File: config.mk
export PLATFORM = sky130hd
export DESIGN_NAME = linked_pool_deque
export DESIGN_NICKNAME = d
export VERILOG_FILES = /design/src/hdl/lpd_pkg.sv /design/src/hdl/lpd_link_mem.sv /design/src/hdl/lpd_value_mem.sv /design/src/hdl/lpd_seq.sv /design/src/hdl/linked_pool_deque.sv
export SDC_FILE = /design/constraint.sdc
export NUM_CORES = 2
export LEC_CHECK = 0
export BUFFER_PORTS_ARGS = -buffer_cell sky130_fd_sc_hd__buf_4
export CAP_MARGIN = 20
export CORE_MARGIN = 2
export CORE_UTILIZATION = 50
export CTS_CLUSTER_SIZE = 14
export DETAILED_ROUTE_END_ITERATION = 8
export PLACE_DENSITY = 0.65
export REMOVE_ABC_BUFFERS = 1
export SETUP_SLACK_MARGIN = 0.1
export SKIP_CTS_REPAIR_TIMING = 1
export SYNTH_ARGS = -nofsm -noshare
export SYNTH_HDL_FRONTEND = slang
export SYNTH_HIERARCHICAL = 1
export SYNTH_SLANG_ARGS = --single-unit
File: constraint.sdc
create_clock -name i_clk -period 14.3 [get_ports i_clk]
set_input_delay 4.29 -clock i_clk [delete_from_list [all_inputs] [get_ports i_clk]]
set_output_delay 4.29 -clock i_clk [all_outputs]
set_load 0.005 [all_outputs]
File: src/hdl/lpd_pkg.sv
// Package for the linked pool deque: widths, index types, operation and
// status codes, sequencer states and the memory request structs.
// No dependencies.
package lpd_pkg;

    localparam int POOL_DEPTH = 64;
    localparam int ADDR_W     = (POOL_DEPTH > 1) ? $clog2(POOL_DEPTH) : 1;
    localparam int IDX_W      = $clog2(POOL_DEPTH + 1);
    localparam int CNT_W      = $clog2(POOL_DEPTH + 1);
    localparam int VALUE_W    = 32;

    typedef logic [ADDR_W-1:0]         t_addr;
    typedef logic [IDX_W-1:0]          t_idx;
    typedef logic [CNT_W-1:0]          t_cnt;
    typedef logic signed [VALUE_W-1:0] t_value;

    localparam t_idx NULL_IDX = t_idx'(POOL_DEPTH);

    typedef enum logic [1:0] {
        KIND_PUSH_LEFT  = 2'd0,
        KIND_PUSH_RIGHT = 2'd1,
        KIND_POP_LEFT   = 2'd2,
        KIND_POP_RIGHT  = 2'd3
    } t_kind;

    typedef enum logic [1:0] {
        STATUS_DONE  = 2'd0,
        STATUS_FULL  = 2'd1,
        STATUS_EMPTY = 2'd2
    } t_status;

    typedef enum logic [2:0] {
        S_IDLE,
        S_LINK,
        S_PUSH_TAIL,
        S_WALK,
        S_FREE,
        S_DONE
    } t_state;

    typedef struct packed {
        logic  re;
        t_addr raddr;
        logic  we;
        t_addr waddr;
        t_idx  wdata;
    } t_link_req;

    typedef struct packed {
        logic   re;
        t_addr  raddr;
        logic   we;
        t_addr  waddr;
        t_value wdata;
    } t_value_req;

    typedef struct packed {
        t_value  value;
        t_status status;
    } t_result;

    function automatic logic is_null(input t_idx idx);
        return idx >= NULL_IDX;
    endfunction

    function automatic t_addr to_addr(input t_idx idx);
        return idx[ADDR_W-1:0];
    endfunction

endpackage

File: src/hdl/lpd_link_mem.sv
// Next-index memory of the node pool: one write and one registered read
// per cycle. Per-entry valid bits stand in for the reset chain i -> i+1.
// Depends on lpd_pkg.
module lpd_link_mem (
    input  logic              i_clk,
    input  logic              i_rst_n,
    input  lpd_pkg::t_link_req i_req,
    output lpd_pkg::t_idx     o_rd_data
);
    import lpd_pkg::*;

    t_idx                  r_mem [POOL_DEPTH];
    logic [POOL_DEPTH-1:0] r_valid;
    t_idx                  r_q;
    logic                  r_q_valid;
    t_addr                 r_q_addr;

    always_ff @(posedge i_clk) begin
        if (!i_rst_n) begin
            r_valid <= '0;
        end else if (i_req.we) begin
            r_valid[i_req.waddr] <= 1'b1;
        end
    end

    always_ff @(posedge i_clk) begin
        if (i_req.we) begin
            r_mem[i_req.waddr] <= i_req.wdata;
        end
    end

    always_ff @(posedge i_clk) begin
        if (i_req.re) begin
            r_q       <= r_mem[i_req.raddr];
            r_q_valid <= r_valid[i_req.raddr];
            r_q_addr  <= i_req.raddr;
        end
    end

    // an entry never written still holds its reset link to the next slot
    assign o_rd_data = r_q_valid ? r_q : (t_idx'(r_q_addr) + t_idx'(1));

endmodule

File: src/hdl/lpd_value_mem.sv
// Node value memory: one write and one registered read per cycle; the read
// data holds until the next read. Depends on lpd_pkg.
module lpd_value_mem (
    input  logic                i_clk,
    input  lpd_pkg::t_value_req i_req,
    output lpd_pkg::t_value     o_rd_data
);
    import lpd_pkg::*;

    t_value r_mem [POOL_DEPTH];
    t_value r_q;

    always_ff @(posedge i_clk) begin
        if (i_req.we) begin
            r_mem[i_req.waddr] <= i_req.wdata;
        end
    end

    always_ff @(posedge i_clk) begin
        if (i_req.re) begin
            r_q <= r_mem[i_req.raddr];
        end
    end

    assign o_rd_data = r_q;

endmodule

File: src/hdl/lpd_seq.sv
// Operation sequencer of the deque: holds the free head and both ends,
// drives the link and value memories and walks the chain on pop right.
// Depends on lpd_pkg.
module lpd_seq (
    input  logic                i_clk,
    input  logic                i_rst_n,
    input  logic                i_start,
    input  lpd_pkg::t_kind      i_kind,
    input  lpd_pkg::t_value     i_value,
    output logic                o_ready,
    output lpd_pkg::t_link_req  o_link_req,
    input  lpd_pkg::t_idx       i_link_q,
    output lpd_pkg::t_value_req o_value_req,
    input  lpd_pkg::t_value     i_value_q,
    output logic                o_res_valid,
    input  logic                i_res_ready,
    output lpd_pkg::t_result    o_result
);
    import lpd_pkg::*;

    t_state  r_state, n_state;
    t_idx    r_free, n_free;
    t_idx    r_left, n_left;
    t_idx    r_right, n_right;
    t_idx    r_node, n_node;
    t_idx    r_walk, n_walk;
    t_cnt    r_steps, n_steps;
    t_kind   r_kind, n_kind;
    t_result r_res, n_res;

    logic deque_empty;
    logic walk_more;

    assign deque_empty = is_null(r_left) || is_null(r_right);
    assign walk_more   = (r_steps < t_cnt'(POOL_DEPTH)) && !is_null(i_link_q)
                         && (i_link_q != r_node);

    always_ff @(posedge i_clk) begin
        if (!i_rst_n) begin
            r_state <= S_IDLE;
            r_free  <= '0;
            r_left  <= NULL_IDX;
            r_right <= NULL_IDX;
        end else begin
            r_state <= n_state;
            r_free  <= n_free;
            r_left  <= n_left;
            r_right <= n_right;
        end
    end

    always_ff @(posedge i_clk) begin
        r_node  <= n_node;
        r_walk  <= n_walk;
        r_steps <= n_steps;
        r_kind  <= n_kind;
        r_res   <= n_res;
    end

    // next state and pointer updates
    always_comb begin
        n_state = r_state;
        n_free  = r_free;
        n_left  = r_left;
        n_right = r_right;
        n_node  = r_node;
        n_walk  = r_walk;
        n_steps = r_steps;
        n_kind  = r_kind;
        n_res   = r_res;
        unique case (r_state)
            S_IDLE: begin
                if (i_start) begin
                    n_kind = i_kind;
                    n_res  = '{value: '0, status: STATUS_DONE};
                    unique case (i_kind)
                        KIND_PUSH_LEFT, KIND_PUSH_RIGHT: begin
                            if (is_null(r_free)) begin
                                n_res.status = STATUS_FULL;
                                n_state      = S_DONE;
                            end else begin
                                n_node  = r_free;
                                n_state = S_LINK;
                            end
                        end
                        KIND_POP_LEFT: begin
                            if (deque_empty) begin
                                n_res.status = STATUS_EMPTY;
                                n_state      = S_DONE;
                            end else begin
                                n_node  = r_left;
                                n_state = S_LINK;
                            end
                        end
                        KIND_POP_RIGHT: begin
                            if (deque_empty) begin
                                n_res.status = STATUS_EMPTY;
                                n_state      = S_DONE;
                            end else if (r_left == r_right) begin
                                n_node  = r_right;
                                n_left  = NULL_IDX;
                                n_right = NULL_IDX;
                                n_state = S_FREE;
                            end else begin
                                n_node  = r_right;
                                n_walk  = r_left;
                                n_steps = '0;
                                n_state = S_WALK;
                            end
                        end
                        default: n_state = S_IDLE;
                    endcase
                end
            end
            S_LINK: begin
                if (r_kind == KIND_POP_LEFT) begin
                    n_res.value = i_value_q;
                    n_free      = r_node;
                    if (is_null(i_link_q)) begin
                        n_left  = NULL_IDX;
                        n_right = NULL_IDX;
                    end else begin
                        n_left = i_link_q;
                    end
                    n_state = S_DONE;
                end else begin
                    n_free = i_link_q;
                    if (deque_empty) begin
                        n_left  = r_node;
                        n_right = r_node;
                        n_state = S_DONE;
                    end else if (r_kind == KIND_PUSH_LEFT) begin
                        n_left  = r_node;
                        n_state = S_DONE;
                    end else begin
                        n_right = r_node;
                        n_state = S_PUSH_TAIL;
                    end
                end
            end
            S_PUSH_TAIL: begin
                n_state = S_DONE;
            end
            S_WALK: begin
                if (walk_more) begin
                    n_walk  = i_link_q;
                    n_steps = r_steps + t_cnt'(1);
                end else begin
                    n_right = r_walk;
                    n_state = S_FREE;
                end
            end
            S_FREE: begin
                n_res.value = i_value_q;
                n_free      = r_node;
                n_state     = S_DONE;
            end
            S_DONE: begin
                if (i_res_ready) begin
                    n_state = S_IDLE;
                end
            end
            default: n_state = S_IDLE;
        endcase
    end

    // memory requests and handshake
    always_comb begin
        o_link_req  = '0;
        o_value_req = '0;
        o_ready     = 1'b0;
        o_res_valid = 1'b0;
        unique case (r_state)
            S_IDLE: begin
                o_ready = 1'b1;
                if (i_start) begin
                    unique case (i_kind)
                        KIND_PUSH_LEFT, KIND_PUSH_RIGHT: begin
                            if (!is_null(r_free)) begin
                                o_link_req.re     = 1'b1;
                                o_link_req.raddr  = to_addr(r_free);
                                o_value_req.we    = 1'b1;
                                o_value_req.waddr = to_addr(r_free);
                                o_value_req.wdata = i_value;
                            end
                        end
                        KIND_POP_LEFT: begin
                            if (!deque_empty) begin
                                o_link_req.re     = 1'b1;
                                o_link_req.raddr  = to_addr(r_left);
                                o_value_req.re    = 1'b1;
                                o_value_req.raddr = to_addr(r_left);
                            end
                        end
                        KIND_POP_RIGHT: begin
                            if (!deque_empty) begin
                                o_value_req.re    = 1'b1;
                                o_value_req.raddr = to_addr(r_right);
                                o_link_req.re     = (r_left != r_right);
                                o_link_req.raddr  = to_addr(r_left);
                            end
                        end
                        default: o_link_req = '0;
                    endcase
                end
            end
            S_LINK: begin
                o_link_req.we    = 1'b1;
                o_link_req.waddr = to_addr(r_node);
                if (r_kind == KIND_POP_LEFT) begin
                    o_link_req.wdata = r_free;
                end else if (deque_empty || r_kind == KIND_PUSH_RIGHT) begin
                    if (!deque_empty) begin
                        // hook the new node behind the old right end first
                        o_link_req.waddr = to_addr(r_right);
                        o_link_req.wdata = r_node;
                    end else begin
                        o_link_req.wdata = NULL_IDX;
                    end
                end else begin
                    o_link_req.wdata = r_left;
                end
            end
            S_PUSH_TAIL: begin
                o_link_req.we    = 1'b1;
                o_link_req.waddr = to_addr(r_node);
                o_link_req.wdata = NULL_IDX;
            end
            S_WALK: begin
                if (walk_more) begin
                    o_link_req.re    = 1'b1;
                    o_link_req.raddr = to_addr(i_link_q);
                end else begin
                    o_link_req.we    = 1'b1;
                    o_link_req.waddr = to_addr(r_walk);
                    o_link_req.wdata = NULL_IDX;
                end
            end
            S_FREE: begin
                o_link_req.we    = 1'b1;
                o_link_req.waddr = to_addr(r_node);
                o_link_req.wdata = r_free;
            end
            S_DONE: begin
                o_res_valid = 1'b1;
            end
            default: o_ready = 1'b0;
        endcase
    end

    assign o_result = r_res;

endmodule

File: src/hdl/linked_pool_deque.sv
// Top level of the linked pool deque: stream ports, sequencer, the two pool
// memories and the output word register.
// Depends on lpd_pkg, lpd_link_mem, lpd_value_mem and lpd_seq.
//
//  channel    | direction | tdata              | tuser
//  -----------+-----------+--------------------+------------------------------
//  s_axis     | in        | push_value [31:0]  | kind [1:0]
//  m_axis     | out       | pop_value  [31:0]  | status [1:0]
//
// One word at a time. Push and pop left pass through the link state to the
// result register; push right into a non-empty deque adds a tail-write state.
// A push into a full pool or a pop from an empty deque goes straight to done.
// Pop right of a single entry goes through the free state. Otherwise it walks
// the link memory one read a cycle from the left end, passing at most
// POOL_DEPTH nodes, then frees the old right node.
// Synchronous active-low reset; the link chain comes from per-entry valid
// bits, so no clearing pass is needed and words are taken right after reset.
// A full output register stalls the sequencer in its done state; the input
// is taken again once the result has moved into the output register.
module linked_pool_deque (
    input  logic                  i_clk,
    input  logic                  i_rst_n,
    input  logic                  i_s_axis_tvalid,
    output logic                  o_s_axis_tready,
    input  logic signed [31:0]    i_s_axis_tdata,   // [31:0] push_value
    input  logic [1:0]            i_s_axis_tuser,   // [1:0] kind
    output logic                  o_m_axis_tvalid,
    input  logic                  i_m_axis_tready,
    output logic signed [31:0]    o_m_axis_tdata,   // [31:0] pop_value
    output logic [1:0]            o_m_axis_tuser    // [1:0] status
);
    import lpd_pkg::*;

    logic       start;
    logic       seq_ready;
    logic       res_valid;
    logic       res_ready;
    t_result    result;
    t_link_req  link_req;
    t_idx       link_q;
    t_value_req value_req;
    t_value     value_q;

    logic       r_out_valid;
    t_value     r_out_value;
    t_status    r_out_status;

    // take a word only when the sequencer sits idle
    assign o_s_axis_tready = seq_ready;
    assign start           = i_s_axis_tvalid && seq_ready;

    // the output register frees up in the same cycle its word is taken
    assign res_ready = !r_out_valid || i_m_axis_tready;

    lpd_seq u_seq (
        .i_clk       (i_clk),
        .i_rst_n     (i_rst_n),
        .i_start     (start),
        .i_kind      (t_kind'(i_s_axis_tuser)),
        .i_value     (i_s_axis_tdata),
        .o_ready     (seq_ready),
        .o_link_req  (link_req),
        .i_link_q    (link_q),
        .o_value_req (value_req),
        .i_value_q   (value_q),
        .o_res_valid (res_valid),
        .i_res_ready (res_ready),
        .o_result    (result)
    );

    lpd_link_mem u_link_mem (
        .i_clk     (i_clk),
        .i_rst_n   (i_rst_n),
        .i_req     (link_req),
        .o_rd_data (link_q)
    );

    lpd_value_mem u_value_mem (
        .i_clk     (i_clk),
        .i_req     (value_req),
        .o_rd_data (value_q)
    );

    always_ff @(posedge i_clk) begin
        if (!i_rst_n) begin
            r_out_valid <= 1'b0;
        end else if (res_valid && res_ready) begin
            r_out_valid <= 1'b1;
        end else if (i_m_axis_tready) begin
            r_out_valid <= 1'b0;
        end
    end

    always_ff @(posedge i_clk) begin
        if (res_valid && res_ready) begin
            r_out_value  <= result.value;
            r_out_status <= result.status;
        end
    end

    assign o_m_axis_tvalid = r_out_valid;
    assign o_m_axis_tdata  = r_out_value;
    assign o_m_axis_tuser  = r_out_status;

    // an accepted word closes the input until its result is handed off
    a_one_at_a_time: assert property (@(posedge i_clk) disable iff (!i_rst_n)
        start |=> !o_s_axis_tready)
        else $error("input accepted while an operation is in flight");

    // a handed-off result lands in the output register
    a_result_lands: assert property (@(posedge i_clk) disable iff (!i_rst_n)
        (res_valid && res_ready) |=> r_out_valid)
        else $error("result lost on hand-off");

    // failed operations carry a zero value
    a_fail_zero: assert property (@(posedge i_clk) disable iff (!i_rst_n)
        (r_out_valid && r_out_status != STATUS_DONE) |-> (r_out_value == '0))
        else $error("failed operation with nonzero value");

    // hold the input closed while a result is on offer
    a_busy_while_offering: assert property (@(posedge i_clk) disable iff (!i_rst_n)
        res_valid |-> !seq_ready)
        else $error("result offered while idle");

endmodule

==> run_results.csv <==
group,metric,value,unit
outcome,outcome,"finished clean",
cts,cts_max_path_buffers,4,
synthesis,ys_types,87,
synthesis,synth_area_leaders,"edfxtp_1, mux4_2, dfxtp_1",
cts,clk_pin_slew,0.06,ns
synthesis,syn_area_per_cell,21.7,µm²
die,die_y,462,µm
grt,grt_pass1_wl,380,mm
cts,insertion_delay,0.93,ns
detailed_routing,drcViolationCount,0,
pwr,p_leak,36.4,nW
synthesis,ys_ff_latch,2722,
worst_setup_path,r2r-end,"u_value_mem/o_rd_data[9]",
grt,grt_use_met2,39.5,%
synthesis,synth_top_area_share,75.3,%
cts,cts_num_sinks,2722,
detailed_routing,drt_iter0_drc,6567,
worst_setup_path,crit_start,"i_s_axis_tvalid",
hold_path,hp-start,"u_seq/o_result[6]",
sta,tightest_slew,1.16,ns
worst_setup_path,path_max_fanout,34,
detailed_routing,vias,51700,
synthesis,synth-main-ff-cell,"edfxtp_1",
worst_setup_path,critPathKind,"in2reg",
layout,n_fill_cell,15200,
placed_design,portBuffers,73,
worst_setup_path,reg2regPathDepth,15,
layout,syn2layout_area_growth,12.6,%
detailed_routing,wl,266,mm
pwr,p_per_area,148,nW/µm²
worst_setup_path,cp.required,14.91,ns
sta,fin_setup_tns,0,ns
sta,fmax,113,MHz
sta,relSlewSlack,22.3,%
sta,rsz0062_at_grt,"no",
hold_path,holdPathEnd,"o_m_axis_tdata[4]",
worst_setup_path,cp-start-kind,"primary input",
placed_design,dp.cells,7608,
grt,use_met1,35.1,%
pwr,peakVddDrop,0.000127,V
die,dieArea,214000,µm²
die,io_pins,74,
worst_setup_path,rrSetupSlack,7.67,ns
sta,final_hold_viol_count,0,
die,die_w,462,µm
placed_design,place_ws,4.42,ns
detailed_routing,ant_nets,0,
die,rows,168,
flow_run,maxCapViolCount,0,
synthesis,synth_edf_count,2633,
layout,final-instance-count-excl-fill,8110,
sta,setup_violations,0,
sta,period_share,61.9,%
detailed_routing,firstDrtPassIters,6,
synthesis,async_flop_share,0,%
die,core,209000,µm²
sta,clock_skew,0.0565,ns
synthesis,synth-seq-area-share,76.9,%
grt,grt.busiest_layer,"met2",
sta,timing.hold.ws,0.413,ns
grt,grt_pass1_vias,51500,
sta,setup_ws,5.44,ns
worst_setup_path,cp-end-kind,"register",
placed_design,placed_cell_area,110000,µm²
layout,final_cell_area,118000,µm²
grt,grt_max_degree,119,
sta,finalCriticalPeriod,8.86,ns
worst_setup_path,regToRegStartpoint,"u_seq/r_state[2]",
layout,fin_util,56.6,%
placed_design,place.gp.congestion,0.867,
grt,met3_usage,4.65,%
synthesis,netlist_instances,4842,
pwr,fin_total_pwr,17.5,mW
grt,antenna_found_initial,9,
detailed_routing,post_drt_wl_per_cell,32.8,µm
layout,layout-drive-gt1-share,27.3,%
detailed_routing,avgViaCountPerCell,6.38,
sta,maxSlewViolCount,0,
grt,grtUsageTotal,24.8,%
cts,cts_tree,"yes",
synthesis,yosysWarningCount,6,
placed_design,dpl.hpwl,146,mm
hold_path,hold_path_class,"reg2reg",
synthesis,syn_area,105000,µm²
worst_setup_path,crit_arrival,9.47,ns
cts,cts_buffers,289,
cts,cts_root_buf,"clkbuf_16",
hold_path,holdPathStages,0,
cts,htree_levels,5,
grt,grt-ovfl-total,0,
layout,layout.nets,5137,
die,initial_core_util,50.2,%
synthesis,yosysTopAreaCell,"edfxtp_1",
## cells in the final DEF, fill, tap and decap left out, drive strengths merged, types with 18 or more instances in the layout
| master | n |
|---|---|
| clkbuf | 363 |
| nor2 | 250 |
| a21oi | 88 |
| nand3 | 22 |
| mux4 | 672 |
| o221ai | 37 |
| nand2 | 89 |
| mux2i | 132 |
| o22ai | 98 |
| buf | 239 |
| a22oi | 26 |
| o21a | 65 |
| clkinv | 104 |
| dfxtp | 89 |
| edfxtp | 2633 |
| a211oi | 18 |
| nor2b | 35 |
| and2 | 80 |
| o21ai | 31 |
## layout make-up
class	count	area, µm²	area share [%]
Sequential cell	2722	80800	68.4
Multi-Input combinational cell	1836	23300	19.7
Clock buffer	363	7790	6.59
Tap cell	2805	3510	2.97
Timing Repair Buffer	239	1950	1.65
Clock inverter	123	798	0.675
Inverter	9	33.8	0.0286
Antenna cell	13	32.5	0.0275
## cell families (layout without fill, tap and decap cells)
family	after synthesis	count (layout)	synth area share, %
buffers and inverters	284	734	1.47
multiplexers	815	815	15.8
AND/OR/NAND/NOR	552	552	2.52
other	0	13	0
adder cells (fa/ha/maj)	2	2	0.0238
flip-flops	2722	2722	76.9
AO/OA/AOI/OAI	445	445	3.04
XOR/XNOR	22	22	0.205
## critical path, stage by stage
cell and delay [ns]:
buf_4 0.08, and2_1 0.22, nand2_1 0.13, inv_1 0.26, nand3_1 0.56, nor2_4 0.72
buf_4 0.59, buf_4 0.57, nand3b_1 0.57, o221ai_1 0.36, a21oi_1 0.20, a21oi_1 0.72
nor2_1 0.16
## report_power, final
part | switching (mW) | internal [mW] | total, mW
logic | 0.947 | 0.354 | 1.30
registers | 0.119 | 9.16 | 9.28
clock network | 2.94 | 3.98 | 6.92
total | 4.00 | 13.5 | 17.5
## state kept, by name (all words and copies together), names as in the netlist, 2 cells and up
signal / cells
u_value_mem/r_mem: 2048
u_link_mem/r_mem: 448
u_link_mem/r_valid: 64
u_seq/o_result: 34
o_m_axis_tdata: 32
u_value_mem/o_rd_data: 32
u_link_mem/r_q: 7
u_seq/r_free: 7
u_seq/r_left: 7
u_seq/r_node: 7
u_seq/r_right: 7
u_seq/r_steps: 7
u_seq/r_walk: 7
u_link_mem/r_q_addr: 6
u_seq/r_state: 3
o_m_axis_tuser: 2
u_seq/r_kind: 2
## routing by layer
layer | wire length [µm] | part of all wire [%]
met3 | 23900 | 9.0
met5 | 0 | 0
met2 | 129000 | 48
met1 | 105000 | 39
met4 | 8120 | 3.1
## synthesized netlist by cell type (65+ instances only)
cell	instances
a21oi_1	88
and2_1	78
buf_2	74
clkbuf_1	110
dfxtp_1	89
edfxtp_1	2633
mux2i_1	132
mux4_2	667
nand2_1	88
nor2_1	249
o21a_1	65
o22ai_1	98
## worst max-delay path by stage
stage,slack (ns),to
global placement,4.24,u_value_mem/o_rd_data[4]
finish,5.44,u_value_mem/o_rd_data[9]
floorplan,-34.73,u_value_mem/o_rd_data[29]
detailed placement,4.42,u_link_mem/r_q[4]
global route,5.10,u_link_mem/r_q[4]
CTS,5.41,u_value_mem/o_rd_data[15]
No activity file was read; power rests on OpenSTA's default activity.
